File: src/assert_macros.svh
// assertion macros shared by the pixel fetch modules
`ifndef ASSERT_MACROS_SVH
`define ASSERT_MACROS_SVH

// same-cycle implication, checked on every rising clk edge outside reset
`define PPF_ASSERT_NOW(lbl, ante, cons, msg) \
	lbl: assert property (@(posedge clk) disable iff (!arst_n) (ante) |-> (cons)) \
		else $error(msg);

// next-cycle implication
`define PPF_ASSERT_NEXT(lbl, ante, cons, msg) \
	lbl: assert property (@(posedge clk) disable iff (!arst_n) (ante) |=> (cons)) \
		else $error(msg);

`endif

File: src/ppf_pkg.sv
// types, constants and helper functions of the packed pixel fetch block
`timescale 1ns / 1ps
package ppf_pkg;

	localparam int DEF_STORE_BYTES     = 16384;
	localparam int DEF_PALETTE_ENTRIES = 16;
	localparam int QUEUE_DEPTH         = 4;

	localparam int CFG_IW  = 2;
	localparam int CFG_DW  = 15;
	localparam int BPP_W   = 6;
	localparam int DIM_W   = 14;
	localparam int SIZE_W  = 15;
	localparam int DIV_W   = 15;
	localparam int PROD_W  = 29;
	localparam int CALC_W  = 32;

	localparam logic [BPP_W-1:0] BPP_RESET = 6'd24;
	localparam logic [BPP_W-1:0] BPP_1     = 6'd1;
	localparam logic [BPP_W-1:0] BPP_2     = 6'd2;
	localparam logic [BPP_W-1:0] BPP_4     = 6'd4;
	localparam logic [BPP_W-1:0] BPP_8     = 6'd8;
	localparam logic [BPP_W-1:0] BPP_24    = 6'd24;

	typedef enum logic [1:0] {
		RQ_WBYTE = 2'd0,
		RQ_WPAL  = 2'd1,
		RQ_RAW   = 2'd2,
		RQ_COLOR = 2'd3
	} rq_t;

	typedef enum logic [1:0] {
		ST_OK     = 2'd0,
		ST_UNSUP  = 2'd1,
		ST_RANGE  = 2'd2
	} st_t;

	typedef enum logic [1:0] {
		CFG_BPP    = 2'd0,
		CFG_WIDTH  = 2'd1,
		CFG_HEIGHT = 2'd2,
		CFG_SIZE   = 2'd3
	} cfg_idx_t;

	typedef enum logic [2:0] {
		DEP_1,
		DEP_2,
		DEP_4,
		DEP_8,
		DEP_24,
		DEP_NONE
	} dep_t;

	typedef enum logic [1:0] {
		OP_WBYTE,
		OP_WPAL,
		OP_READ,
		OP_ERR
	} op_t;

	typedef enum logic [2:0] {
		BS_IDLE,
		BS_B0,
		BS_B1,
		BS_B2,
		BS_PAL
	} bst_t;

	typedef struct packed {
		rq_t               req_type;
		logic [13:0]       byte_address;
		logic [7:0]        byte_value;
		logic [3:0]        palette_index;
		logic [31:0]       palette_value;
		logic [13:0]       col_x;
		logic [13:0]       row_y;
	} req_t;

	typedef struct packed {
		logic [31:0] value;
		st_t         status;
	} res_t;

	// live image geometry seen by the front end
	typedef struct packed {
		logic [BPP_W-1:0]  bpp;
		logic [DIM_W-1:0]  width;
		logic [DIV_W-1:0]  stride;
	} geom_t;

	// classified work item, minus its store address
	typedef struct packed {
		op_t         op;
		st_t         status;
		logic        color;
		dep_t        dep;
		logic [2:0]  xpos;
		logic [7:0]  bval;
		logic [3:0]  pidx;
		logic [31:0] pval;
	} qctl_t;

	function automatic dep_t dep_of(input logic [BPP_W-1:0] bpp);
		dep_t d;
		d = DEP_NONE;
		if (bpp == BPP_1)
			d = DEP_1;
		else if (bpp == BPP_2)
			d = DEP_2;
		else if (bpp == BPP_4)
			d = DEP_4;
		else if (bpp == BPP_8)
			d = DEP_8;
		else if (bpp == BPP_24)
			d = DEP_24;
		return d;
	endfunction

	// msb-first pixel pick out of one store byte
	function automatic logic [7:0] px_extract(input logic [7:0] b, input dep_t d,
			input logic [2:0] xp);
		logic [7:0] r;
		r = '0;
		unique case (d)
			DEP_1:   r = (b >> ~xp) & 8'b00000001;
			DEP_2:   r = (b >> {~xp[1:0], 1'b0}) & 8'b00000011;
			DEP_4:   r = (b >> {~xp[0], 2'b00}) & 8'b00001111;
			DEP_8:   r = b;
			default: r = '0;
		endcase
		return r;
	endfunction

endpackage

File: src/ppf_fifo.sv
// small show-ahead queue between the front end and the back end
`timescale 1ns / 1ps
`include "assert_macros.svh"
module ppf_fifo import ppf_pkg::*; #(
	parameter int W     = 8,
	parameter int DEPTH = QUEUE_DEPTH
) (
	input  logic                       clk,
	input  logic                       arst_n,
	input  logic                       push,
	input  logic [W-1:0]               din,
	input  logic                       pop,
	output logic [W-1:0]               dout,
	output logic                       empty,
	output logic [$clog2(DEPTH+1)-1:0] count
);

	localparam int PTR_W = $clog2(DEPTH);
	localparam int CW    = $clog2(DEPTH + 1);

	logic [W-1:0]     mem_q [DEPTH];
	logic [PTR_W-1:0] wr_q;
	logic [PTR_W-1:0] rd_q;
	logic [CW-1:0]    count_q;

	always_ff @(posedge clk) begin
		if (push)
			mem_q[wr_q] <= din;
	end

	always_ff @(posedge clk or negedge arst_n) begin
		if (!arst_n) begin
			wr_q    <= '0;
			rd_q    <= '0;
			count_q <= '0;
		end else begin
			if (push)
				wr_q <= (wr_q == PTR_W'(DEPTH - 1)) ? '0 : wr_q + 1'b1;
			if (pop)
				rd_q <= (rd_q == PTR_W'(DEPTH - 1)) ? '0 : rd_q + 1'b1;
			if (push && !pop)
				count_q <= count_q + 1'b1;
			else if (pop && !push)
				count_q <= count_q - 1'b1;
		end
	end

	assign dout  = mem_q[rd_q];
	assign empty = count_q == '0;
	assign count = count_q;

	`PPF_ASSERT_NOW(a_no_overflow, push && !pop, count_q < CW'(DEPTH), "queue overflow")
	`PPF_ASSERT_NOW(a_no_underflow, pop, count_q != '0, "queue underflow")

endmodule

File: config.mk
export PLATFORM = sky130hd
export DESIGN_NAME = ppf_fifo
export DESIGN_NICKNAME = d
export VERILOG_FILES = /design/src/ppf_pkg.sv /design/src/ppf_fifo.sv
export VERILOG_INCLUDE_DIRS = /design/src /design/src/src
export SDC_FILE = /design/constraint.sdc
export NUM_CORES = 1
export LEC_CHECK = 0
export ABC_AREA = 0
export BUFFER_PORTS_ARGS = -buffer_cell sky130_fd_sc_hd__buf_2
export CAP_MARGIN = 20
export CELL_PAD_IN_SITES_DETAIL_PLACEMENT = 1
export CELL_PAD_IN_SITES_GLOBAL_PLACEMENT = 1
export CORE_UTILIZATION = 47
export DETAILED_ROUTE_END_ITERATION = 10
export PLACE_DENSITY = 0.77
export SYNTH_ARGS = -nofsm -noshare
export SYNTH_HDL_FRONTEND = slang
export SYNTH_SLANG_ARGS = --single-unit
File: constraint.sdc
create_clock -name clk -period 2 [get_ports clk]
set_clock_uncertainty 0.15 [all_clocks]
set_input_delay 0.4 -clock clk [delete_from_list [all_inputs] [get_ports clk]]
set_output_delay 0.4 -clock clk [all_outputs]
set_load 0.05 [all_outputs]
== Yosys cells after proc, flatten, opt, wreduce, memory -nomap -nowiden ==
Memories as Yosys holds them, arrays and structs flattened.
Cells that the tools add are included.
Word-level totals
  bits in writable memories: 32
  logic and storage cells: 22
  memories: 1
  input port bits: 12
  output and inout bits: 12
  bits in registers: 7
Cells by class
  $add $sub $neg: 4
  equality and inequality tests: 2
  mux-type cells: 6
  reductions and logical operators: 6
Memory list
  mem_q: words 4, width 8, read ports 1, clocked after memory_dff 0, wr ports 1, RTL line ppf_fifo.sv:21  | logic [W-1:0] mem_q [DEPTH];
Operator list (count)
  2-to-1 mux 3 bit: 2
  adder 2 x 1 -> 2 bit, second input constant: 2
  equality test 2 bit, second input constant: 2
  2-to-1 mux 2 bit: 2
  adder 3 x 1 -> 3 bit, second input constant: 1
  zero test 3 bit: 1
  subtractor 3 x 1 -> 3 bit, second input constant: 1
  logical AND 1 bit: 2
  zero test 1 bit: 2
  2-to-1 mux 1 bit: 2
  nonzero test 2 bit: 1

== Logic depth before layout (Yosys ltp) ==
  depth after elaboration: 4
  mapped depth: 7
  mapped depth without buffers: 7

== Worst setup path after synthesis ==
No wires, ideal clock.
  kind: register to output
  start point: reg count_q[0], in the netlist count[0]
  end point: out empty
  path buffers: 0
  data required time: 1450 ps
  stages on the path, launching flop included: 2
  slack: -315 ps
  arrival: 1765 ps
  path through: dfrtp_1 > nor3_1
On the way
  longest elaborated chain between the ends: 1
RTL lines
  start, declared: RTL line ppf_fifo.sv:24  | logic [CW-1:0] count_q;
  start signal, assigned: RTL line ppf_fifo.sv:42  | count_q <= count_q + 1'b1;
  start signal, assigned: RTL line ppf_fifo.sv:44  | count_q <= count_q - 1'b1;
  zero test 3 bit: RTL line ppf_fifo.sv:49  | assign empty = count_q == '0;
  end, declared: RTL line ppf_fifo.sv:14  | output logic empty,
Every way passes these cells.

== Final worst setup path ==
  start point: reg rd_q[0]
  end point: out dout[6]
On the way
  longest elaborated chain between the ends: 1
RTL lines
  start, declared: RTL line ppf_fifo.sv:23  | logic [PTR_W-1:0] rd_q;
  start signal, assigned: RTL line ppf_fifo.sv:40  | rd_q <= (rd_q == PTR_W'(DEPTH - 1)) ? '0 : rd_q + 1'b1;
  memory read (4 x 8 bit)
  end, declared: RTL line ppf_fifo.sv:13  | output logic [W-1:0] dout,
Every way passes these cells.

==> impl_metrics.prom <==
# TYPE chip_impl_metric gauge
chip_impl_info{name="status",value="finished, violations left"} 1
chip_impl_info{name="violated_checks",value="negative setup slack"} 1
chip_impl_info{name="mostFrequentLayoutCell",value="sky130_fd_sc_hd__edfxtp_1"} 1
chip_impl_metric{name="netlist_area",unit="sq mm"} 0.00156
chip_impl_metric{name="synthesis.area_per_instance",unit="sq um"} 20.0
chip_impl_metric{name="tightest_slew",unit="ns"} 0.423
chip_impl_metric{name="hold-path-cell-count",unit=""} 1
chip_impl_metric{name="clock_sink_count",unit=""} 39
chip_impl_metric{name="synth_warnings",unit=""} 0
chip_impl_metric{name="synth.net_count",unit=""} 97
chip_impl_metric{name="lkg_pwr",unit="nW"} 0.730
chip_impl_metric{name="cts_made_buffers",unit=""} 5
chip_impl_metric{name="antenna_cells",unit=""} 0
chip_impl_metric{name="drive_gt1_frac",unit=""} 0.414
chip_impl_metric{name="setup-violations-final",unit=""} 8
chip_impl_metric{name="grt_first_pass_wirelength",unit="microns"} 3930
chip_impl_metric{name="power_density",unit="mW/mm^2"} 1650
chip_impl_info{name="commonest_cells_after_routing_fill_and_taps_aside",value="sky130_fd_sc_hd__edfxtp_1, sky130_fd_sc_hd__buf_2, sky130_fd_sc_hd__buf_6, sky130_fd_sc_hd__mux4_2"} 1
chip_impl_metric{name="number_of_buffer_cells_added_on_primary_ports",unit=""} 23
chip_impl_metric{name="route.detailed.drc",unit=""} 0
chip_impl_metric{name="htree_levels",unit=""} 2
chip_impl_metric{name="i_o_pin_count",unit=""} 24
chip_impl_metric{name="rows",unit=""} 20
chip_impl_metric{name="setup_ws",unit="ns"} -0.130
chip_impl_metric{name="synth_cells",unit=""} 78
chip_impl_info{name="startpoint_type",value="flip-flop"} 1
chip_impl_metric{name="area_growth_syn_to_layout",unit="%"} 22.5
chip_impl_metric{name="totalWireLength",unit="microns"} 2540
chip_impl_metric{name="final_nets",unit=""} 129
chip_impl_metric{name="final.fill_count",unit=""} 306
chip_impl_metric{name="period_minus_slack",unit="ns"} 2.13
chip_impl_metric{name="ir_worst_vdd",unit="mV"} 0.993
chip_impl_metric{name="cts_buffer_depth",unit=""} 2
chip_impl_metric{name="clkLatencyLatePin",unit="ns"} 0.33
chip_impl_metric{name="finalHoldWorstSlack",unit="ns"} 0.120
chip_impl_metric{name="synth_seq_cells",unit=""} 39
chip_impl_metric{name="globalRouteOverflowTotal",unit=""} 0
chip_impl_metric{name="antenna_found_initial",unit=""} 0
chip_impl_metric{name="core_area",unit="sq mm"} 0.00310
chip_impl_info{name="critPathKind",value="flip-flop to output pin"} 1
chip_impl_metric{name="clk_transition_reported_paths",unit="ns"} 0.11
chip_impl_metric{name="initial_core_util",unit=""} 0.503
chip_impl_metric{name="report.final.slew_viol_count",unit=""} 0
chip_impl_metric{name="die_area",unit="sq mm"} 0.00355
chip_impl_metric{name="route.vias.total",unit=""} 769
chip_impl_metric{name="first_iter_violations",unit=""} 32
chip_impl_metric{name="grt_usage",unit=""} 0.169
chip_impl_info{name="end_kind",value="output pin"} 1
chip_impl_metric{name="grt_start_max_net_pins",unit=""} 13
chip_impl_metric{name="die_x",unit="microns"} 59.6
chip_impl_metric{name="post_drt_wl_per_cell",unit="microns"} 16.4
chip_impl_metric{name="synth.yosys.seq_area_share",unit=""} 0.728
chip_impl_metric{name="fmax",unit="MHz"} 469
chip_impl_metric{name="ant_nets",unit=""} 0
chip_impl_metric{name="maxCapViolations",unit=""} 0
chip_impl_metric{name="min_period_over_period",unit=""} 1.07
chip_impl_metric{name="totalPowerFinal",unit="W"} 0.00316
chip_impl_metric{name="worst-path-max-fanout",unit=""} 5
chip_impl_info{name="tritoncts",value="built"} 1
chip_impl_info{name="grt_setup_unrepaired",value="yes"} 1
chip_impl_metric{name="count_of_distinct_cell_types_in_the_synthesized_netlist",unit=""} 17
chip_impl_metric{name="worst_r2r_path_depth",unit=""} 4
chip_impl_metric{name="finalWeightedCongestion",unit=""} 0.665
chip_impl_info{name="clock-root-buffer",value="sky130_fd_sc_hd__clkbuf_4"} 1
chip_impl_metric{name="routed_via_density",unit=""} 4.96
chip_impl_info{name="worstHoldPathType",value="input pin to flip-flop"} 1
chip_impl_metric{name="timing_hold_violations_final",unit=""} 0
chip_impl_metric{name="first_global_vias",unit=""} 794
chip_impl_metric{name="dp_hpwl",unit="microns"} 1810
chip_impl_metric{name="timing.max_slew.rel_slack",unit=""} 0.718
chip_impl_metric{name="timing.critical_path.required",unit="ns"} 1.45
chip_impl_metric{name="chipHeight",unit="microns"} 59.6
chip_impl_metric{name="drt_pre_antenna_iters",unit=""} 4
chip_impl_metric{name="critPathArrivalTime",unit="ns"} 1.58
## Yosys cell counts
cell type | number | area [sq um]
sky130_fd_sc_hd__inv_1 | 4 | 15.0
sky130_fd_sc_hd__edfxtp_1 | 32 | 961
sky130_fd_sc_hd__dfrtp_1 | 7 | 175
sky130_fd_sc_hd__nor3_1 | 2 | 10.0
sky130_fd_sc_hd__nor2_1 | 2 | 7.51
sky130_fd_sc_hd__xor2_1 | 2 | 17.5
sky130_fd_sc_hd__o21ai_0 | 2 | 10.0
sky130_fd_sc_hd__a21o_2 | 1 | 8.76
sky130_fd_sc_hd__ha_1 | 6 | 75.1
sky130_fd_sc_hd__buf_2 | 1 | 5.00
sky130_fd_sc_hd__fa_1 | 1 | 20.0
sky130_fd_sc_hd__buf_6 | 1 | 11.3
sky130_fd_sc_hd__mux4_2 | 8 | 180
sky130_fd_sc_hd__xnor2_1 | 1 | 8.76
sky130_fd_sc_hd__mux2_2 | 2 | 22.5
sky130_fd_sc_hd__nand2_1 | 2 | 7.51
sky130_fd_sc_hd__and2_1 | 4 | 25.0
## report_power, final
part	internal, W	total [W]	leakage (nW)	switching, W
Clock	0.000390	0.000637	0.0525	0.000247
Combinational	0.000522	0.00132	0.301	0.000797
Sequential	0.00107	0.00120	0.376	0.000133
Total	0.00198	0.00316	0.730	0.00118
## registers in the layout, summed over array words and instances, names as in the netlist
name,count
mem_q,32
count,3
rd_q,2
wr_q,2
## cells by family (layout without fill, tap and decap cells)
| kind of cell | Yosys count | in the layout | share of synthesized area |
|---|---|---|---|
| adders and majority gates | 7 | 7 | 0.0609 |
| xor gates and xnor gates | 3 | 3 | 0.0168 |
| muxes | 10 | 10 | 0.130 |
| buffers and inverters | 6 | 39 | 0.0200 |
| and+or+nand+nor | 10 | 10 | 0.0321 |
| AOI/OAI and AO/OA | 3 | 3 | 0.0120 |
| DFF | 39 | 39 | 0.728 |
## repair_timing
action	4_1_cts	5_1_grt
gates resized for setup	18	1
hold buffers	1	0
setup endpoints to repair	8	8
setup buffers	1	0
endpoints found under the hold margin	7	0
## path summary, 6_finish.rpt
path | end | slack (ns) | startpoint
min in group asynchronous | rd_q[1]$_DFFE_PN0P_ | 0.26 | arst_n
worst min register to register | count[2]$_DFFE_PN0P_ | 0.39 | count[2]$_DFFE_PN0P_
worst max register to register | count[2]$_DFFE_PN0P_ | 0.46 | count[0]$_DFFE_PN0P_
worst min-delay path | mem_q[2][7]$_DFFE_PP_ | 0.12 | din[7]
worst max-delay path | dout[6] | -0.13 | rd_q[0]$_DFFE_PN0P_
max in group asynchronous | rd_q[1]$_DFFE_PN0P_ | 1.28 | arst_n
## routing by layer
layer	vias up	track usage	part of all wire	routed length, microns
li1	360	-	-	-
met1	387	0.193	0.41	1040
met2	18	0.276	0.53	1340
met3	4	0.0764	0.045	115
met4	0	0.0698	0.015	38
met5	-	0	0	0
## per-stage QoR
stage / TNS [ns] / instance area [sq um] / utilization / worst slack (ns) / std cells
6_report: -0.927 / 1910 / 0.616 / -0.130 / 155
5_1_grt: -1.43 / 1910 / 0.616 / -0.197 / 155
4_1_cts: -1.14 / 1910 / 0.616 / -0.152 / 155
3_3_place_gp: 0 / 1730 / 0.559 / 0.184 / 145
2_1_floorplan: 0 / 1570 / - / 0.0991 / 78
3_5_place_dp: 0 / 1730 / 0.559 / 0.0738 / 145
## worst max-delay path: stages, from the launching register on
cell and delay, ns:
sky130_fd_sc_hd__dfrtp_1 0.40, sky130_fd_sc_hd__buf_6 0.15, sky130_fd_sc_hd__mux4_2 0.51, sky130_fd_sc_hd__buf_6 0.17
## area by class of cell
type | count | area [sq um] | area share
sequential | 39 | 1140 | 0.595
clock buffer | 6 | 41.3 | 0.0216
inverter | 4 | 15.0 | 0.00785
multi-input combinational | 33 | 398 | 0.208
clock inverter | 2 | 60.1 | 0.0314
timing repair buffer | 27 | 205 | 0.107
tap | 44 | 55.1 | 0.0288
Power figures use the tool's default switching activity.
