## src/assert_macros.svh

```systemverilog
// assertion macros shared by the pixel fetch modules
`ifndef ASSERT_MACROS_SVH
`define ASSERT_MACROS_SVH

// same-cycle implication, checked on every rising clk edge outside reset
`define PPF_ASSERT_NOW(lbl, ante, cons, msg) \
	lbl: assert property (@(posedge clk) disable iff (!arst_n) (ante) |-> (cons)) \
		else $error(msg);

// next-cycle implication
`define PPF_ASSERT_NEXT(lbl, ante, cons, msg) \
	lbl: assert property (@(posedge clk) disable iff (!arst_n) (ante) |=> (cons)) \
		else $error(msg);

`endif

```

## src/ppf_pkg.sv

```systemverilog
// types, constants and helper functions of the packed pixel fetch block
`timescale 1ns / 1ps
package ppf_pkg;

	localparam int DEF_STORE_BYTES     = 16384;
	localparam int DEF_PALETTE_ENTRIES = 16;
	localparam int QUEUE_DEPTH         = 4;

	localparam int CFG_IW  = 2;
	localparam int CFG_DW  = 15;
	localparam int BPP_W   = 6;
	localparam int DIM_W   = 14;
	localparam int SIZE_W  = 15;
	localparam int DIV_W   = 15;
	localparam int PROD_W  = 29;
	localparam int CALC_W  = 32;

	localparam logic [BPP_W-1:0] BPP_RESET = 6'd24;
	localparam logic [BPP_W-1:0] BPP_1     = 6'd1;
	localparam logic [BPP_W-1:0] BPP_2     = 6'd2;
	localparam logic [BPP_W-1:0] BPP_4     = 6'd4;
	localparam logic [BPP_W-1:0] BPP_8     = 6'd8;
	localparam logic [BPP_W-1:0] BPP_24    = 6'd24;

	typedef enum logic [1:0] {
		RQ_WBYTE = 2'd0,
		RQ_WPAL  = 2'd1,
		RQ_RAW   = 2'd2,
		RQ_COLOR = 2'd3
	} rq_t;

	typedef enum logic [1:0] {
		ST_OK     = 2'd0,
		ST_UNSUP  = 2'd1,
		ST_RANGE  = 2'd2
	} st_t;

	typedef enum logic [1:0] {
		CFG_BPP    = 2'd0,
		CFG_WIDTH  = 2'd1,
		CFG_HEIGHT = 2'd2,
		CFG_SIZE   = 2'd3
	} cfg_idx_t;

	typedef enum logic [2:0] {
		DEP_1,
		DEP_2,
		DEP_4,
		DEP_8,
		DEP_24,
		DEP_NONE
	} dep_t;

	typedef enum logic [1:0] {
		OP_WBYTE,
		OP_WPAL,
		OP_READ,
		OP_ERR
	} op_t;

	typedef enum logic [2:0] {
		BS_IDLE,
		BS_B0,
		BS_B1,
		BS_B2,
		BS_PAL
	} bst_t;

	typedef struct packed {
		rq_t               req_type;
		logic [13:0]       byte_address;
		logic [7:0]        byte_value;
		logic [3:0]        palette_index;
		logic [31:0]       palette_value;
		logic [13:0]       col_x;
		logic [13:0]       row_y;
	} req_t;

	typedef struct packed {
		logic [31:0] value;
		st_t         status;
	} res_t;

	// live image geometry seen by the front end
	typedef struct packed {
		logic [BPP_W-1:0]  bpp;
		logic [DIM_W-1:0]  width;
		logic [DIV_W-1:0]  stride;
	} geom_t;

	// classified work item, minus its store address
	typedef struct packed {
		op_t         op;
		st_t         status;
		logic        color;
		dep_t        dep;
		logic [2:0]  xpos;
		logic [7:0]  bval;
		logic [3:0]  pidx;
		logic [31:0] pval;
	} qctl_t;

	function automatic dep_t dep_of(input logic [BPP_W-1:0] bpp);
		dep_t d;
		d = DEP_NONE;
		if (bpp == BPP_1)
			d = DEP_1;
		else if (bpp == BPP_2)
			d = DEP_2;
		else if (bpp == BPP_4)
			d = DEP_4;
		else if (bpp == BPP_8)
			d = DEP_8;
		else if (bpp == BPP_24)
			d = DEP_24;
		return d;
	endfunction

	// msb-first pixel pick out of one store byte
	function automatic logic [7:0] px_extract(input logic [7:0] b, input dep_t d,
			input logic [2:0] xp);
		logic [7:0] r;
		r = '0;
		unique case (d)
			DEP_1:   r = (b >> ~xp) & 8'b00000001;
			DEP_2:   r = (b >> {~xp[1:0], 1'b0}) & 8'b00000011;
			DEP_4:   r = (b >> {~xp[0], 2'b00}) & 8'b00001111;
			DEP_8:   r = b;
			default: r = '0;
		endcase
		return r;
	endfunction

endpackage

```

## src/ppf_div.sv

```systemverilog
// restoring divider for the row stride, one quotient bit per cycle
`timescale 1ns / 1ps
`include "assert_macros.svh"
module ppf_div import ppf_pkg::*; (
	input  logic               clk,
	input  logic               arst_n,
	input  logic               start,
	input  logic [SIZE_W-1:0]  dividend,
	input  logic [DIM_W-1:0]   divisor,
	output logic               busy,
	output logic [DIV_W-1:0]   quotient
);

	localparam int CNT_W = $clog2(DIV_W + 1);

	logic [DIV_W-1:0] rem_q;
	logic [DIV_W-1:0] quo_q;
	logic [DIM_W-1:0] dvs_q;
	logic [CNT_W-1:0] cnt_q;
	logic             busy_q;
	logic [DIV_W-1:0] rem_sh;
	logic             fits;

	always_comb begin
		rem_sh = {rem_q[DIV_W-2:0], quo_q[DIV_W-1]};
		fits   = rem_sh >= {1'b0, dvs_q};
	end

	always_ff @(posedge clk or negedge arst_n) begin
		if (!arst_n) begin
			rem_q  <= '0;
			quo_q  <= '0;
			dvs_q  <= '0;
			cnt_q  <= '0;
			busy_q <= 1'b0;
		end else if (start) begin
			rem_q <= '0;
			dvs_q <= divisor;
			cnt_q <= CNT_W'(DIV_W);
			if (divisor == '0) begin
				// zero height gives a zero stride
				quo_q  <= '0;
				busy_q <= 1'b0;
			end else begin
				quo_q  <= dividend;
				busy_q <= 1'b1;
			end
		end else if (busy_q) begin
			rem_q  <= fits ? (rem_sh - {1'b0, dvs_q}) : rem_sh;
			quo_q  <= {quo_q[DIV_W-2:0], fits};
			cnt_q  <= cnt_q - 1'b1;
			busy_q <= cnt_q != CNT_W'(1);
		end
	end

	assign busy     = busy_q;
	assign quotient = quo_q;

	`PPF_ASSERT_NEXT(a_div_starts, start && divisor != '0, busy_q, "divider did not start")

endmodule

```

## config.mk

```make
export PLATFORM = sky130hd
export DESIGN_NAME = ppf_div
export DESIGN_NICKNAME = d
export VERILOG_FILES = /design/src/ppf_pkg.sv /design/src/ppf_div.sv
export VERILOG_INCLUDE_DIRS = /design/src /design/src/src
export SDC_FILE = /design/constraint.sdc
export NUM_CORES = 1
export LEC_CHECK = 0
export ABC_CLOCK_PERIOD_IN_PS = 3000
export BUFFER_PORTS_ARGS = -buffer_cell sky130_fd_sc_hd__buf_2
export CAP_MARGIN = 10
export CORE_ASPECT_RATIO = 1.75
export CORE_MARGIN = 3
export CORE_UTILIZATION = 50
export DETAILED_ROUTE_END_ITERATION = 6
export PLACE_DENSITY = 0.72
export RECOVER_POWER = 50
export SLEW_MARGIN = 0
export SYNTH_ARGS = -nofsm -noshare
export SYNTH_HDL_FRONTEND = slang
export SYNTH_SLANG_ARGS = --single-unit
```

## constraint.sdc

```tcl
create_clock -name clk -period 3 [get_ports clk]
set_input_delay 0.15 -clock clk [delete_from_list [all_inputs] [get_ports clk]]
set_output_delay 0.15 -clock clk [all_outputs]
set_load 0.1 [all_outputs]
```

### Yosys cells after proc, flatten, opt, wreduce, memory -nomap -nowiden

Cells that the tools add are included.

* memories kept: 0
* RAM bits: 0
* register bits: 48
* input port bits: 32
* bits in latches: 0
* output and inout port bits: 16
* memory bits (read-only): 0

* add/sub/neg operators: 2
* bitwise gates (word level): 0
* multiply operators: 0
* mux-type cells: 11
* order comparisons: 1
* shift operators: 0
* equal/unequal tests: 1
* div/mod/pow operators: 0
* reduce and logical (&&, ||, !) cells: 2

Operator list (number)
* $mux W15: 3
* $mux W14: 3
* $ge A15 B14 Y1: 1
* $logic_not A14 Y1: 1
* $sub A14 B14 Y14: 1
* $mux W4: 2
* $ne A4 B1 Y1 const B: 1
* $sub A4 B1 Y4 const B: 1
* $mux W1: 3
* $reduce_bool A2 Y1: 1

### Longest topological paths before layout

Gate-level depths: netlist of the first run.

* word-level depth: 4
* gate-level depth with buffers: 10
* gate-level depth less buffers: 9

### Worst setup path after synthesis of the first run

OpenSTA, ideal clock, no wires.

* kind: flip-flop to flip-flop
* from: register quo_q[14], in the netlist quotient[14]
* to: register rem_q[10]
* period minus slack after synthesis: 2.865 ns
* data arrival time: 2.743 ns
* slack: 0.135 ns
* stages on the path, launching flop included: 10
* path buffers: 0
* path through: dfrtp_1 -> inv_1 -> ha_1 -> fa_1 -> nand2b_1 -> a21oi_1 -> o2111ai_1 -> o311a_1 -> and3_1 -> o221a_2

* word-level cells in the longest chain between the ends: 4
* elaborated cells between the ends (all ways): 5
* classes of those cells: add/sub (1); order compare (1); mux (3)

Ends and longest elaborated chain
* from (decl): line ppf_div.sv:17 `logic [DIV_W-1:0] quo_q;`
* from (signal assigned): line ppf_div.sv:45 `quo_q <= dividend;`
* from (signal assigned): line ppf_div.sv:50 `quo_q <= {quo_q[DIV_W-2:0], fits};`
* $sub A14 B14 Y14 or $ge A15 B14 Y1 (tied branches): line ppf_div.sv:49, ppf_div.sv:26
* $mux W14 *: line ppf_div.sv:49 `rem_q <= fits ? (rem_sh - {1'b0, dvs_q}) : rem_sh;`
* $mux W14 *: line ppf_div.sv:48 `end else if (busy_q) begin`
* $mux W14 *: line ppf_div.sv:36 `end else if (start) begin`
* to (signal assigned): line ppf_div.sv:49
* to (decl): line ppf_div.sv:16 `logic [DIV_W-1:0] rem_q;`

Mark *: on every way between the ends. The rest lies on a longest branch, timed or not. The select of a mux whose other input is x is not followed.
A chain may end at the register's enable or synchronous reset.

### Worst setup path after layout of the first run

* from: register rem_q[9]
* to: register rem_q[12]

* word-level cells in the longest chain between the ends: 4
* elaborated cells between the ends (all ways): 5
* classes of those cells: add/sub (1); order compare (1); mux (3)

Ends and longest elaborated chain (line)
* $sub A14 B14 Y14 or $ge A15 B14 Y1 (tied branches): ppf_div.sv:49, ppf_div.sv:26
* $mux W14 *: ppf_div.sv:49
* $mux W14 *: ppf_div.sv:48
* $mux W14 *: ppf_div.sv:36

Marks and branches as above.

==> results of run 1 <==
-- registers in the layout, indices dropped and copies added, names as in the netlist --
| register | count |
|---|---|
| quotient | 15 |
| rem_q | 14 |
| busy | 1 |
| cnt_q | 4 |
| dvs_q | 14 |
-- critical path: stages (launching register included) --
cell and delay [ns]:
dfrtp_1 0.40, ha_1 0.43, a21o_1 0.24, a221o_1 0.39, o21ai_1 0.17, a31oi_2 0.10, buf_4 0.24, or4b_1 0.49
nand3_1 0.10
-- through the flow --
| step | cells | cell area (um^2) | hold WS [ns] | utilization (%) | total power (uW) |
|---|---|---|---|---|---|
| after floorplan | 325 | 2949 | -0.1456 | - | 1798 |
| after global placement | 434 | 3237 | 0.2028 | 57.49 | 2006 |
| after detailed placement | 434 | 3237 | 0.2042 | 57.49 | 2025 |
| after CTS | 443 | 3347 | 0.03517 | 59.44 | 2466 |
| after global routing | 443 | 3338 | 0.05692 | 59.29 | 2629 |
| final | 443 | 3338 | 0.04300 | 59.29 | 2446 |
-- kinds of logic after synthesis --
family / Yosys count / share of synthesized area [%]
AND/OR/NAND/NOR: 98 / 15.40
AO/OA/AOI/OAI: 86 / 18.80
flip-flops: 48 / 40.73
buffers and inverters: 41 / 5.770
multiplexers: 25 / 8.867
adder cells (fa/ha/maj): 17 / 7.467
XOR/XNOR: 10 / 2.970
-- worst paths after layout --
path                            slack, ns            to  cells after the start
worst max-delay path                 0.38     rem_q[12]                      8
max in group asynchronous            1.02   quotient[9]                      3
worst min-delay path                 0.04  quotient[11]                      3
worst min register to register       0.52      dvs_q[0]                      1
worst max register to register       0.38     rem_q[12]                      8
min in group asynchronous            0.75     dvs_q[10]                      2
-- per-layer routing --
metal	vias up	part of all wire (%)
met5	-	0
met3	10	3.3
li1	1236	-
met2	50	54
met4	0	2.2
met1	1188	41
-- layout make-up --
| cell class | instances | area [um^2] |
|---|---|---|
| multi-input combinational | 236 | 1584 |
| clock buffer | 8 | 100.1 |
| timing repair buffer | 53 | 275.3 |
| tap | 76 | 95.09 |
| inverter | 22 | 82.58 |
| fill | 531 | 2292 |
| sequential | 48 | 1201 |
-- cells in the final DEF (no fill, tap or decap), drive strengths merged, types with 3 or more instances in the layout --
master	n
mux2	3
xnor2	8
nor2	19
nor2b	3
clkbuf	11
nor3	6
inv	22
o21ai	39
a211oi	12
nand3	6
nor4	5
ha	16
a21oi	9
dfrtp	48
nand4	3
and3	5
nand2b	4
nand2	43
a31oi	3
mux2i	22
a21o	5
buf	49
-- power by group through the flow --
stage | Sequential [uW] | Combinational [uW] | Clock (uW)
finish | 819 | 1210 | 422
global route | 836 | 1340 | 456
CTS | 819 | 1210 | 440
detailed placement | 832 | 1190 | 0
global placement | 828 | 1180 | 0
floorplan | 1000 | 797 | 0
==> results.toml, run 1 <==
[placement]
port_buffers = 47
pre_cts_ws_ns = 0.4202
hpwl_um = 4995
gp_congestion = 0.8959

[power_and_ir_drop]
switching_share_pct = 42.59
power_frac_clock_pct = 17.3
peakVddDrop_uv = 472.6
p_leak_uw = 0.001635
power_switching_uw = 1042
comb_power_share_pct = 49.3
p_int_uw = 1405
p_per_area_nw_per_um2 = 732.9
p_seq_share_pct = 33.5

[global_routing]
grt_max_degree = 58
met1_usage_pct = 26.34
grt_pass1_wl_um = 11990
grt_pass1_vias = 2620
track_usage_pct = 21.99
grt-ovfl-total = 0
grt.busiest_layer = "met2"
grtUsageMet3_pct = 3.448
antenna_found_initial = 0
grtUsageMet2_pct = 38.56

[timing]
finClkSkew_ns = 0.005536
setup_ws_ns = 0.3781
setup_viol = 0
post-route-min-period_ns = 2.622
finalCritPeriodShare_pct = 87.40
rsz0062_at_grt = "false"
timing.fmax_mhz = 381.4
hold_violations = 0
worst_pin_slew_ns = 2.227
relSlewSlack_pct = -48.45
finalSetupTns_ns = 0
slew_violations = 88

[clock_tree]
cts_tree = "yes"
cts_buffers = 5
clk_pin_slew_ns = 0.08
ctsResizeCount = 0
clock_latency_ns = 0.30
clock_path_buffers = 2
ctsHoldBuffers = 1
htree_levels = 2
postCtsSetupRepairBufs = 0
cts_sinks = 48
root_buffer = "clkbuf_8"

[route]
firstDrtPassIters = 4
vias = 2484
avgViaCountPerCell = 5.607
wl_per_cell_um = 15.14
routed_wl_um = 6709
final_antenna_net_count = 0
drtIter0Drc = 138
drc = 0

[outcome]
outcome = "finished with violations"
violations = "capacitance limit, slew limit"

[setup_path]
cp-startpoint = "rem_q[9]"
worstSetupStartpointType = "flop"
cp_data_arrival_time_ns = 2.86
cp.required_ns = 3.24
cp_max_fo = 20
r2r-start = "rem_q[9]"
path_class = "reg2reg"
cp-end-kind = "flop"

[synthesis]
seq_area_frac_synth_pct = 40.73
ys_top_cells_by_area = "dfrtp_1, mux2i_1, ha_1, o21ai_0, nand2_1"
synth_common_cells = "dfrtp_1, nand2_1, o21ai_0, inv_1, mux2i_1"
syn_nets = 374
yosysTopAreaCell = "dfrtp_1"
netlist-cell-type-count = 47
synth_edf_count = 0
syn_area_per_cell_um2 = 9.074
ys_warn_count = 0
netlist_area_um2 = 2949
postSynthCellCount = 325
synth_top_area_share_pct = 40.73
ys_ff_latch = 48
synth-main-ff-cell = "dfrtp_1"
yosysMostFrequentCell = "dfrtp_1"
synthArstFlopShare_pct = 100.0

[floorplan]
core-area_um2 = 5630
die_h_um = 107.6
io_pins = 48
die_w_um = 64.06
die-area_um2 = 6892
initial_core_util_pct = 52.38
rows = 36

[layout]
area_delta_synth_final_pct = 13.19
finalNetCount = 415
drive_gt1_share_pct = 17.98
insertedDiodeCount = 0

[min_path]
min_from = "dividend[11]"
hp-class = "in2reg"

[run]
max_cap_violations = 2
Power figures use the tool's default switching activity.
==> inputs of run 2 (changes only) <==
--- a/config.mk
+++ b/config.mk
@@ -6,14 +6,14 @@
 export SDC_FILE = /design/constraint.sdc
 export NUM_CORES = 1
 export LEC_CHECK = 0
-export ABC_CLOCK_PERIOD_IN_PS = 3000
+export ABC_CLOCK_PERIOD_IN_PS = 2150
 export BUFFER_PORTS_ARGS = -buffer_cell sky130_fd_sc_hd__buf_2
 export CAP_MARGIN = 10
 export CORE_ASPECT_RATIO = 1.75
 export CORE_MARGIN = 3
 export CORE_UTILIZATION = 50
 export DETAILED_ROUTE_END_ITERATION = 6
-export PLACE_DENSITY = 0.72
+export PLACE_DENSITY = 0.75
 export RECOVER_POWER = 50
 export SLEW_MARGIN = 0
 export SYNTH_ARGS = -nofsm -noshare
==> constraint.sdc (replaced) <==
create_clock -name clk -period 2.15 [get_ports clk]
set_input_delay 0.1075 -clock clk [delete_from_list [all_inputs] [get_ports clk]]
set_output_delay 0.1075 -clock clk [all_outputs]
set_load 0.1 [all_outputs]
==> run 2 against run 1 <==
The flow finishes with violations (setup timing). Critical path depth is 1 higher. Largest cell class unchanged. Largest power group unchanged. Setup slack got worse by 0.54 ns. First-iteration DRC count is 12% higher. Clock power grew 36%. Combinational power is 120% higher. Highest routed layer unchanged.
==> results.toml, run 2 (synthesized netlist as in run 1, its figures left out) <==
[power_and_ir_drop]
peakVddDrop_uv = 944.4
p_leak_uw = 0.002008
p_per_area_nw_per_um2 = 1053

[global_routing]
grt-ovfl-total = 0
grt_pass1_vias = 2955
grt_pass1_wl_um = 13690
antenna_found_initial = 0
track_usage_pct = 25.21
grt_max_degree = 49

[layout]
mostFrequentLayoutCells = "buf_4, buf_2, dfrtp_1, nand2_1, o21ai_0"
insertedDiodeCount = 0
finalNetCount = 484
finalInstanceArea_um2 = 4220
largest_register_ffs = 15
fin_cells = 512
fill_cells = 385
seqCellArea_um2 = 1206
multi_input_comb_area_um2 = 1877
final_common_cell = "buf_4"
drive_gt1_share_pct = 39.22
area_delta_synth_final_pct = 43.11

[timing]
rsz0062_at_grt = "true"
slew_violations = 0
relSlewSlack_pct = 18.68
setup_ws_ns = -0.1623
timing.fmax_mhz = 432.5
finalCritPeriodShare_pct = 107.5
finClkSkew_ns = 0.01322
post-route-min-period_ns = 2.312
hold_violations = 0
worst_pin_slew_ns = 1.220
setup_viol = 15

[setup_path]
worstSetupStartpointType = "flop"
cp_max_fo = 5
path_class = "reg2reg"
cp-end-kind = "flop"
cp_data_arrival_time_ns = 2.55
cp.required_ns = 2.39

[clock_tree]
htree_levels = 2
clk_pin_slew_ns = 0.10
cts_tree = "yes"
root_buffer = "clkbuf_8"
cts_sinks = 48
clock_path_buffers = 2
clock_latency_ns = 0.32
cts_buffers = 5

[floorplan]
core-area_um2 = 5630
die_h_um = 107.6
io_pins = 48
rows = 36
die-area_um2 = 6892
initial_core_util_pct = 52.38
die_w_um = 64.06

[run]
max_cap_violations = 0

[min_path]
hp-class = "in2reg"

[placement]
gp_congestion = 0.8925
place_inst = 481
place_area_um2 = 3669
hpwl_um = 5571
port_buffers = 47

[route]
drtIter0Drc = 154
firstDrtPassIters = 4
drc = 0
final_antenna_net_count = 0
avgViaCountPerCell = 5.693
routed_wl_um = 8565
wl_per_cell_um = 16.73
vias = 2915

[outcome]
violations = "setup timing"
outcome = "finished with violations"
==> run 2: cell types whose count changed in the layout (fill, tap and decap cells not counted), sizes merged <==
cell	before	now
buf	49	109
dlygate4sd3	1	12
clkbuf	11	6
clkinv	0	1
clkinvlp	0	2
==> run 2: critical path, cell delays in order, from the launching register on <==
cell	delay, ns
dfrtp_1	0.42
ha_4	0.29
buf_6	0.10
nand4_1	0.15
a211oi_2	0.22
o21ai_2	0.13
a31oi_4	0.26
buf_6	0.17
mux2_4	0.30
a211oi_2	0.19
==> run 2: final timing paths <==
check	from	end	slack, ns	cells after the start
hold reg to reg	cnt_q[3]	cnt_q[3]	0.54	2
min in group asynchronous	arst_n	dvs_q[2]	0.64	3
setup reg to reg	rem_q[7]	rem_q[0]	-0.16	9
hold / removal	dividend[1]	quotient[1]	0.005	3
max in group asynchronous	arst_n	quotient[14]	0.62	3
setup / recovery	rem_q[7]	rem_q[0]	-0.16	9
==> run 2: layout make-up <==
class	count	share of cell area [%]
clock buffers	5	1.631
multi-input cells	236	44.47
flip-flops and latches	48	28.58
clock inverters	3	0.5633
repair buffers	122	20.49
inverters	22	2.016
well taps	76	2.253
==> run 2: layer usage <==
metal  vias up  share of wire, %  global-route usage, %
li1       1377                 -                      -
met1      1418                40                  29.04
met2        93                53                  45.08
met3        27               3.9                  4.284
met4         0               3.6                  10.66
met5         -                 0                      0
==> run 2: report_power, final <==
part	internal [uW]	switching (uW)	leakage (uW)
clock	231	342	0.0000404
sequential	1040	123	0.000584
combinational	1290	1420	0.00138
==> run 2: repair_timing <==
action / in CTS / in global routing
buffers inserted: 5 / 7
pin swaps: 13 / 14
hold endpoints to repair: 59 / 0
endpoints found under the setup margin: 15 / 15
gates resized for setup: 17 / 35
hold buffers: 12 / 0
==> run 2: through the flow <==
stage | power [uW] | utilization (%) | hold WS (ns) | TNS (ns) | setup WS, ns
floorplan | 2593 | - | -0.1881 | -0.6053 | -0.1083
global placement | 3272 | 65.16 | 0.2414 | -0.4757 | -0.08644
detailed placement | 3322 | 65.16 | 0.2460 | -1.656 | -0.2176
CTS | 4067 | 71.38 | 0.0005117 | -0.8996 | -0.1340
global route | 4677 | 74.96 | 0.007425 | -2.600 | -0.2613
finish | 4444 | 74.96 | 0.004840 | -1.503 | -0.1623
==> inputs of run 3 (changes only) <==
--- a/config.mk
+++ b/config.mk
@@ -9,12 +9,13 @@
 export ABC_CLOCK_PERIOD_IN_PS = 2150
 export BUFFER_PORTS_ARGS = -buffer_cell sky130_fd_sc_hd__buf_2
 export CAP_MARGIN = 10
+export CELL_PAD_IN_SITES_DETAIL_PLACEMENT = 1
+export CELL_PAD_IN_SITES_GLOBAL_PLACEMENT = 2
 export CORE_ASPECT_RATIO = 1.75
 export CORE_MARGIN = 3
-export CORE_UTILIZATION = 50
+export CORE_UTILIZATION = 31
 export DETAILED_ROUTE_END_ITERATION = 6
-export PLACE_DENSITY = 0.75
-export RECOVER_POWER = 50
+export PLACE_DENSITY_LB_ADDON = 0.1
 export SLEW_MARGIN = 0
 export SYNTH_ARGS = -nofsm -noshare
 export SYNTH_HDL_FRONTEND = slang
==> run 3 against run 2 <==
The run still ends with setup timing left. Non-clock buffer count up 4. Via count down 2.5%. Routed wire length up 8.5%. Cell area up 1.8%. Critical path type unchanged. Largest power group unchanged.
==> results.toml, run 3 (synthesized netlist as in run 1, its figures left out) <==
[setup_path]
r2r-start = "rem_q[9]"
rr_worst_depth = 8
cp_slowest_stage_delay_ns = 0.46
crit_slowest_cell = "or4b_1"
crit_chain = "ha_4, a21o_1, a221o_1, o21ai_2, a31oi_4, buf_6, or4b_1, nand3_1"
rrSetupSlack_ns = -0.17
path_class = "reg2reg"
crit_family = "compound AO/OA/AOI/OAI gates"
cp-end-kind = "flop"
cp_max_fo = 9
worstSetupStartpointType = "flop"
cp_data_arrival_time_ns = 2.54
cp.required_ns = 2.37
path_buf_inv = 1
worstReg2RegEnd = "rem_q[12]"

[route]
drc = 0
firstDrtPassIters = 4
vias = 2843
wl_per_cell_um = 16.59
avgViaCountPerCell = 5.077
routed_wl_um = 9289
final_antenna_net_count = 0
drtIter0Drc = 99

[outcome]
violations = "setup timing"
outcome = "finished with violations"

[floorplan]
die_h_um = 135.0
initial_core_util_pct = 32.23
die-area_um2 = 10770
rows = 46
core-area_um2 = 9151
io_pins = 48
die_w_um = 79.73

[global_routing]
track_usage_pct = 18.68
grt_pass1_vias = 3139
grt_max_degree = 45
grt_pass1_wl_um = 15610
grt-ovfl-total = 0
antenna_found_initial = 0

[timing]
relSlewSlack_pct = 63.55
post-route-min-period_ns = 2.316
setup_viol = 15
hold_violations = 0
setup_ws_ns = -0.1656
slew_violations = 0
timing.fmax_mhz = 431.9
finalCritPeriodShare_pct = 107.7
rsz0062_at_grt = "true"
finalSetupTns_ns = -1.516
worst_pin_slew_ns = 0.5468
finClkSkew_ns = 0.006651

[min_path]
min_from = "dividend[5]"
hp-class = "in2reg"
min_path_cells = 3
hold-path-endpoint = "quotient[5]"

[layout]
finalNetCount = 488
largest_register_ffs = 15
area_delta_synth_final_pct = 45.74
insertedDiodeCount = 0
fill_cells = 1061
drive_gt1_share_pct = 40.23
mostFrequentLayoutCells = "buf_4, buf_2, dfrtp_1, nand2_1, o21ai_0"
final_common_cell = "buf_4"
finalInstanceArea_um2 = 4298
fin_cells = 560

[placement]
port_buffers = 47
place_inst = 538
pre_cts_ws_ns = -0.3304
gp_congestion = 0.7612
hpwl_um = 6894
place_area_um2 = 3821

[power_and_ir_drop]
p_per_area_nw_per_um2 = 1095
peakVddDrop_uv = 499.2
total_power_uw = 4708
p_leak_uw = 0.002067

[clock_tree]
cts_sinks = 48
clk_pin_slew_ns = 0.06
htree_levels = 2
root_buffer = "clkbuf_16"
cts_tree = "yes"
cts_buffers = 5
clock_path_buffers = 2
clock_latency_ns = 0.29

[run]
max_cap_violations = 0
==> run 3: worst max-delay path by stage <==
stage	startpoint	endpoint	slack, ns	cells after the start
4_1_cts	rem_q[9]	rem_q[12]	-0.20	8
6_report	rem_q[9]	rem_q[12]	-0.17	8
5_1_grt	rem_q[10]	rem_q[0]	-0.27	9
3_3_place_gp	rem_q[10]	rem_q[0]	-0.32	9
3_5_place_dp	rem_q[10]	rem_q[0]	-0.33	9
2_1_floorplan	quotient[14]	rem_q[0]	-0.11	9
==> run 3: repair_timing <==
action | 4_1_cts | 5_1_grt
hold endpoints to repair | 21 | 0
gates cloned | 1 | 0
hold buffers | 1 | 0
resized for setup | 24 | 17
pin swaps | 14 | 5
endpoints found under the setup margin | 15 | 15
setup buffers | 9 | 4
==> run 3: worst register-to-register path: stages, from the launching register on <==
cell,delay (ns)
dfrtp_1,0.41
ha_4,0.28
a21o_1,0.20
a221o_1,0.34
o21ai_2,0.18
a31oi_4,0.13
buf_6,0.18
or4b_1,0.46
nand3_1,0.08
==> run 3: final cells by class <==
class,count,area (um^2),share of cell area [%]
timing repair buffer,126,878.3,20.44
inverter,22,85.08,1.980
clock buffer,7,132.6,3.086
multi-input combinational,236,1841,42.82
clock inverter,1,5.005,0.1164
sequential,48,1206,28.06
tap,120,150.1,3.493
==> run 3: where the power goes <==
part	switching, uW	internal [uW]	leakage (uW)	total [uW]
logic	1430	1360	0.00141	2800
clock network	325	430	0.0000679	756
registers	115	1040	0.000584	1150
==> run 3: metal layers <==
metal	global-route usage, %	part of all wire, %	vias up
met5	0	0	-
met2	33.77	55	50
met4	6.861	1.9	0
li1	-	-	1383
met1	21.96	40	1399
met3	2.737	3.3	11
==> run 3: per-stage QoR <==
step                      hold slack, ns  utilization [%]
final                            0.02005            46.96
after global routing             0.03749            46.96
after CTS                        0.01072            46.01
after detailed placement          0.1310            41.76
after global placement            0.1182            41.76
after floorplan                  -0.1881                -
